==> src/rtl/isort_pkg.sv <==
// Shared constants and types for the insertion sort engine.
// No dependencies; imported by isort_store and insertion_sort_engine.
`default_nettype none

package isort_pkg;

    localparam int CAPACITY = 16;
    localparam int DATA_W   = 32;
    localparam int ADDR_W   = $clog2(CAPACITY);
    localparam int CNT_W    = $clog2(CAPACITY + 1);

    // Store port request: one write and one read address per cycle
    typedef struct packed {
        logic                     we;
        logic [ADDR_W-1:0]        waddr;
        logic signed [DATA_W-1:0] wdata;
        logic [ADDR_W-1:0]        raddr;
    } t_store_req;

endpackage

`default_nettype wire

==> src/rtl/insertion_sort_engine.sv <==
// Insertion sort engine: one shared compare/shift step a cycle walks the store.
// Insertion reads the store, then compares and shifts each larger stored value up one place,
// then writes the key; into an empty store it writes at once, and an item on a full store is dropped.
// On a last item the store is read out, each result through read, load and wait states, with output stalls.
// Ready is high only in the idle state; one item is in work at a time.
// Reset (i_rst_n low, synchronous) empties the store and clears the overflow mark.
// Depends on isort_pkg and isort_store.
`default_nettype none

module insertion_sort_engine (
    input  wire logic        i_clk,
    input  wire logic        i_rst_n,
    // Input stream
    input  wire logic        s_axis_tvalid,
    output logic             s_axis_tready,
    input  wire logic [31:0] s_axis_tdata,   // [31:0] value
    input  wire logic        s_axis_tlast,   // last_item
    // Output stream
    output logic             m_axis_tvalid,
    input  wire logic        m_axis_tready,
    output logic [31:0]      m_axis_tdata,   // [31:0] sorted_value
    output logic             m_axis_tlast,   // last_of_run
    output logic             m_axis_tuser    // [0] overflow
);
    import isort_pkg::*;

    localparam logic [2:0] ST_IDLE     = 3'd0;
    localparam logic [2:0] ST_INS_RD   = 3'd1;
    localparam logic [2:0] ST_INS_CMP  = 3'd2;
    localparam logic [2:0] ST_INS_PUT  = 3'd3;
    localparam logic [2:0] ST_OUT_RD   = 3'd4;
    localparam logic [2:0] ST_OUT_LD   = 3'd5;
    localparam logic [2:0] ST_OUT_WAIT = 3'd6;

    logic [2:0]               r_state, n_state;
    logic [CNT_W-1:0]         r_fill, n_fill;
    logic                     r_dropped, n_dropped;
    logic [ADDR_W-1:0]        r_pos, n_pos;
    logic [ADDR_W-1:0]        r_k, n_k;
    logic                     r_last, n_last;
    logic signed [DATA_W-1:0] r_key, n_key;
    logic signed [DATA_W-1:0] r_out_data, n_out_data;
    logic                     r_out_last, n_out_last;
    logic                     r_out_ovf, n_out_ovf;
    logic                     r_out_valid, n_out_valid;

    t_store_req               store_req;
    logic signed [DATA_W-1:0] store_rdata;
    logic                     full;
    logic                     greater;
    logic                     in_acc;

    isort_store u_store (
        .i_clk   (i_clk),
        .i_req   (store_req),
        .o_rdata (store_rdata)
    );

    assign full    = (r_fill == CNT_W'(CAPACITY));
    assign greater = (store_rdata > r_key);
    assign in_acc  = s_axis_tvalid && s_axis_tready;

    assign s_axis_tready = (r_state == ST_IDLE);
    assign m_axis_tvalid = r_out_valid;
    assign m_axis_tdata  = r_out_data;
    assign m_axis_tlast  = r_out_last;
    assign m_axis_tuser  = r_out_ovf;

    // Sequencer and shared compare/shift step
    always_comb begin
        n_state     = r_state;
        n_fill      = r_fill;
        n_dropped   = r_dropped;
        n_pos       = r_pos;
        n_k         = r_k;
        n_last      = r_last;
        n_key       = r_key;
        n_out_data  = r_out_data;
        n_out_last  = r_out_last;
        n_out_ovf   = r_out_ovf;
        n_out_valid = r_out_valid;
        store_req   = '0;

        unique case (r_state)
            ST_IDLE: begin
                if (in_acc) begin
                    n_key  = $signed(s_axis_tdata);
                    n_last = s_axis_tlast;
                    n_pos  = r_fill[ADDR_W-1:0];
                    if (full) begin
                        n_dropped = 1'b1;
                        if (s_axis_tlast) begin
                            n_k     = '0;
                            n_state = ST_OUT_RD;
                        end
                    end else if (r_fill == '0) begin
                        n_state = ST_INS_PUT;
                    end else begin
                        n_state = ST_INS_RD;
                    end
                end
            end
            ST_INS_RD: begin
                store_req.raddr = r_pos - ADDR_W'(1);
                n_state         = ST_INS_CMP;
            end
            ST_INS_CMP: begin
                store_req.we = 1'b1;
                if (greater) begin
                    // shift the larger value up one place, read the next one down
                    store_req.waddr = r_pos;
                    store_req.wdata = store_rdata;
                    store_req.raddr = r_pos - ADDR_W'(2);
                    n_pos           = r_pos - ADDR_W'(1);
                    if (r_pos == ADDR_W'(1)) begin
                        n_state = ST_INS_PUT;
                    end
                end else begin
                    store_req.waddr = r_pos;
                    store_req.wdata = r_key;
                    n_fill          = r_fill + CNT_W'(1);
                    n_k             = '0;
                    n_state         = r_last ? ST_OUT_RD : ST_IDLE;
                end
            end
            ST_INS_PUT: begin
                store_req.we    = 1'b1;
                store_req.waddr = r_pos;
                store_req.wdata = r_key;
                n_fill          = r_fill + CNT_W'(1);
                n_k             = '0;
                n_state         = r_last ? ST_OUT_RD : ST_IDLE;
            end
            ST_OUT_RD: begin
                store_req.raddr = r_k;
                n_state         = ST_OUT_LD;
            end
            ST_OUT_LD: begin
                n_out_data  = store_rdata;
                n_out_last  = ({1'b0, r_k} == r_fill - CNT_W'(1));
                n_out_ovf   = r_dropped;
                n_out_valid = 1'b1;
                n_state     = ST_OUT_WAIT;
            end
            ST_OUT_WAIT: begin
                if (m_axis_tready) begin
                    n_out_valid = 1'b0;
                    if (r_out_last) begin
                        n_fill    = '0;
                        n_dropped = 1'b0;
                        n_state   = ST_IDLE;
                    end else begin
                        n_k     = r_k + ADDR_W'(1);
                        n_state = ST_OUT_RD;
                    end
                end
            end
            default: begin
                n_state = ST_IDLE;
            end
        endcase
    end

    // Control registers
    always_ff @(posedge i_clk) begin
        if (!i_rst_n) begin
            r_state     <= ST_IDLE;
            r_fill      <= '0;
            r_dropped   <= 1'b0;
            r_out_valid <= 1'b0;
        end else begin
            r_state     <= n_state;
            r_fill      <= n_fill;
            r_dropped   <= n_dropped;
            r_out_valid <= n_out_valid;
        end
    end

    // Payload and index registers
    always_ff @(posedge i_clk) begin
        r_pos      <= n_pos;
        r_k        <= n_k;
        r_last     <= n_last;
        r_key      <= n_key;
        r_out_data <= n_out_data;
        r_out_last <= n_out_last;
        r_out_ovf  <= n_out_ovf;
    end

endmodule

`default_nettype wire

==> src/rtl/isort_store.sv <==
// Sorted value store: single write port, single registered read port.
// Depends on isort_pkg.
`default_nettype none

module isort_store (
    input  wire logic                              i_clk,
    input  wire isort_pkg::t_store_req             i_req,
    output logic signed [isort_pkg::DATA_W-1:0]    o_rdata
);
    import isort_pkg::*;

    logic signed [DATA_W-1:0] r_mem [CAPACITY];

    // Write port
    always_ff @(posedge i_clk) begin
        if (i_req.we) begin
            r_mem[i_req.waddr] <= i_req.wdata;
        end
    end

    // Registered read port
    always_ff @(posedge i_clk) begin
        o_rdata <= r_mem[i_req.raddr];
    end

endmodule

`default_nettype wire

==> config.mk <==
export PLATFORM = sky130hd
export DESIGN_NAME = insertion_sort_engine
export DESIGN_NICKNAME = d
export VERILOG_FILES = /design/src/rtl/isort_pkg.sv /design/src/rtl/insertion_sort_engine.sv /design/src/rtl/isort_store.sv
export SDC_FILE = /design/constraint.sdc
export NUM_CORES = 1
export LEC_CHECK = 0
export BUFFER_PORTS_ARGS = -buffer_cell sky130_fd_sc_hd__buf_2
export CAP_MARGIN = 5
export CORE_MARGIN = 2
export CORE_UTILIZATION = 50
export CTS_CLUSTER_DIAMETER = 120
export DETAILED_ROUTE_END_ITERATION = 10
export GPL_TIMING_DRIVEN = 0
export PLACE_DENSITY_LB_ADDON = 0.2
export REMOVE_ABC_BUFFERS = 1
export SYNTH_ARGS = -nofsm -noshare
export SYNTH_HDL_FRONTEND = slang
export SYNTH_HIERARCHICAL = 1
export SYNTH_SLANG_ARGS = --single-unit
export TNS_END_PERCENT = 100
==> constraint.sdc <==
create_clock -name i_clk -period 4.7 [get_ports i_clk]
set_input_delay 0.705 -clock i_clk [delete_from_list [all_inputs] [get_ports i_clk]]
set_output_delay 0.705 -clock i_clk [all_outputs]
set_load 0.05 [all_outputs]
==> results.json <==
{
  "ys_warn_count": 6,
  "switchingPower_mw": 5.86,
  "p_comb_frac": 0.322,
  "drtAntennaViolNets": 0,
  "synth_area_leaders": "edfxtp_1 (72%), mux4_2 (12%), dfxtp_1 (3.5%)",
  "grt_first_pass_wirelength_mm": 83.5,
  "seqCellArea_um2": 18500,
  "drt_wl_total_mm": 57.1,
  "yosysSeqAreaShare": 0.759,
  "synth-compound-area-share": 0.0485,
  "worst-path-max-fanout": 17,
  "fill_cells": 3382,
  "route.detailed.drc": 0,
  "p_int_mw": 13.1,
  "nNetsFinal": 1457,
  "synth_mux_area_frac": 0.121,
  "synthSimpleGateAreaFrac": 0.0292,
  "grt_overflow": 0,
  "power_leakage_nw": 9.59,
  "antenna_cells": 0,
  "antenna_found_initial": 0,
  "dp_hpwl_mm": 35.8,
  "cts.sinks": 629,
  "worstReg2RegStart": "r_key[27]",
  "maxClockFrequency_mhz": 226,
  "synth_edf_count": 587,
  "multi_input_area_um2": 5610,
  "clockPowerShare": 0.266,
  "synth_area_um2": 24300,
  "fin_hold_ws_ps": 291,
  "grt.total_usage": 0.231,
  "rr_endpoint": "u_store/o_rdata[24]",
  "final.min_clock_period_ps": 4430,
  "max-slew-margin-rel": 0.335,
  "dr.first_iter.drc_count": 1328,
  "synth_ff_type": "edfxtp_1",
  "seqPwrFrac": 0.412,
  "cts_buffers": 67,
  "critPathRequiredTime_ps": 5170,
  "hold_viol_final": 0,
  "rsz0062_at_grt": "no",
  "die_h_um": 225,
  "via_count": 12600,
  "critPathLaunchType": "flop",
  "maxCapViolations": 0,
  "placementRows": 80,
  "ys_async_sr_fraction": 0,
  "synth_xor_xnor_area_share": 0.00324,
  "cp_data_arrival_time_ps": 4910,
  "dp.cells": 1912,
  "final_layout_size_suffix_gt1_frac": 0.278,
  "clock_skew_ps": 22.8,
  "powerDensity_nw_per_um2": 659,
  "wl_per_cell_um": 27.9,
  "ys_ff_latch": 629,
  "area_delta_synth_final_pct": 17.9,
  "synth_cell_type_count": 52,
  "critical_path_class": "flop to flop",
  "via_per_inst": 6.14,
  "synth.top_cells.by_count": "edfxtp_1 (587), mux4_2 (128), a22oi_1 (66), nand2_1 (59), inv_1 (43)",
  "core-area_um2": 47800,
  "grt_max_degree": 27,
  "synth_top_family_by_area": "multiplexers",
  "avgSynthCellArea_um2": 19.9,
  "status": "finished clean",
  "gp_routability_congestion": 0.820,
  "irDropWorstVdd_mv": 0.329,
  "first_pass_iters": 5,
  "r2r_cells": 16,
  "tritoncts": "built",
  "cp-startpoint": "r_key[27]",
  "die-area_um2": 50500,
  "initial_core_util": 0.509,
  "cp-end-kind": "flop",
  "p_sw_frac": 0.310,
  "htreeDepth": 3,
  "pin_count": 73,
  "yosys.area.top_type": "edfxtp_1",
  "synth.most_common_cell": "edfxtp_1",
  "root_buffer": "clkbuf_16",
  "synth_top_area_frac": 0.724,
  "worst_pin_slew_ps": 991,
  "numPortBuffers": 72,
  "reg2reg_slack_ps": 270,
  "crit_path_end": "u_store/o_rdata[24]",
  "clk_pin_slew_ps": 60,
  "slew_violations": 0,
  "setup_violations": 0,
  "clock_path_buffers": 3,
  "grt_pass1_vias": 12700,
  "hp-class": "input pin to flop",
  "postCtsHoldBufs": 0,
  "synthAdderAreaFrac": 0.0201,
  "synthCells": 1224,
  "final_cells": 2046,
  "period_share": 0.944,
  "die_w_um": 225,
  "clkLatencyLatePin_ps": 590
}
==> metrics by stage <==
| stage | utilization | setup TNS, ps | cell area, um^2 | power (mW) | setup slack [ps] |
|---|---|---|---|---|---|
| floorplan | - | -475120 | 24000 | 11.5 | -14850 |
| global placement | 0.526 | -2271530 | 25200 | 12.4 | -24450 |
| CTS | 0.598 | 0 | 28600 | 19.0 | 38.1 |
| finish | 0.600 | 0 | 28700 | 18.9 | 265 |
| global route | 0.600 | 0 | 28700 | 19.7 | 20.7 |
| detailed placement | 0.553 | -206560 | 26500 | 13.9 | -1210 |
==> critical path, stage by stage, from the launching register on <==
cell and delay, ps:
edfxtp_1 370, inv_1 50, ha_1 310, nand4_1 220
nor4_4 320, buf_4 190, and4_2 320, o32ai_2 140
a211oi_4 350, nand4_1 190, o21ai_4 310, buf_12 240
buf_12 210, buf_16 180, mux4_2 510, a22oi_1 270
nand2_1 70
==> how the worst min path moves through the flow <==
stage	startpoint	endpoint	slack [ps]	cells after the start
floorplan	r_dropped	m_axis_tuser	400	0
global placement	r_dropped	m_axis_tuser	410	0
detailed placement	r_dropped	m_axis_tuser	420	0
CTS	s_axis_tdata[27]	r_key[27]	260	1
global route	s_axis_tdata[23]	r_key[23]	280	1
finish	s_axis_tdata[27]	r_key[27]	290	1
==> power groups by stage <==
| stage | clock network (mW) | registers, mW | logic, mW |
|---|---|---|---|
| detailed placement | 0 | 7.92 | 5.94 |
| CTS | 5.12 | 7.80 | 6.06 |
| floorplan | 0 | 7.76 | 3.70 |
| global placement | 0 | 7.92 | 4.47 |
| finish | 5.03 | 7.80 | 6.09 |
| global route | 5.33 | 7.85 | 6.55 |
==> layout make-up <==
class / instances / share of cell area
Tap cell: 615 / 0.0268
Inverter: 43 / 0.00562
Multi-Input combinational cell: 493 / 0.195
Clock inverter: 24 / 0.00671
Timing Repair Buffer: 147 / 0.0555
Sequential cell: 629 / 0.643
Clock buffer: 95 / 0.0664
==> routing by layer <==
metal | track usage | vias to the layer above | share of wire
li1 | - | 5344 | -
met1 | 0.325 | 6665 | 0.41
met2 | 0.373 | 458 | 0.49
met3 | 0.0358 | 89 | 0.065
met4 | 0.0818 | 0 | 0.027
met5 | 0 | - | 0
==> sequential cells by signal (all words and copies together) (netlist names) <==
register and cells:
m_axis_tdata 32, r_last 1, r_k 4, r_dropped 1
u_store/o_rdata 32, m_axis_tlast 1, r_state 3, r_pos 4
r_key 32, m_axis_tuser 1, u_store/r_mem 512, m_axis_tvalid 1
r_fill 5
==> placed cells by master, fill, tap and decap left out, drive strengths merged, types with 4 or more instances in the layout <==
cell type	netlist	final
a21boi	4	4
a21oi	25	25
a22o	32	32
a22oi	66	66
a31oi	4	4
and2	6	6
and4	4	4
buf	35	147
clkbuf	24	95
clkinv	0	19
dfxtp	42	42
edfxtp	587	587
ha	39	39
inv	43	44
mux2i	6	6
mux4	128	128
nand2	59	59
nand2b	7	7
nand3	7	7
nand4	5	5
nor2	32	32
nor2b	4	4
nor3	11	11
nor4	4	4
o21ai	10	10
o22ai	4	4
xnor2	5	5
xor2	4	4
==> cell families after synthesis <==
kind of cell / after synthesis
and+or+nand+nor: 149
AOI/OAI and AO/OA: 161
xor gates and xnor gates: 9
buffers and inverters: 102
DFF: 629
adders and majority gates: 39
muxes: 135
==> what timing repair did <==
| item | 4_1_cts | 5_1_grt |
|---|---|---|
| setup buffers | 6 | 9 |
| endpoints found under the setup margin | 544 | 15 |
| gates resized for setup | 3 | 1 |
| pin swaps | 4 | 3 |
Note: power is estimated with default switching activity, not from simulation.
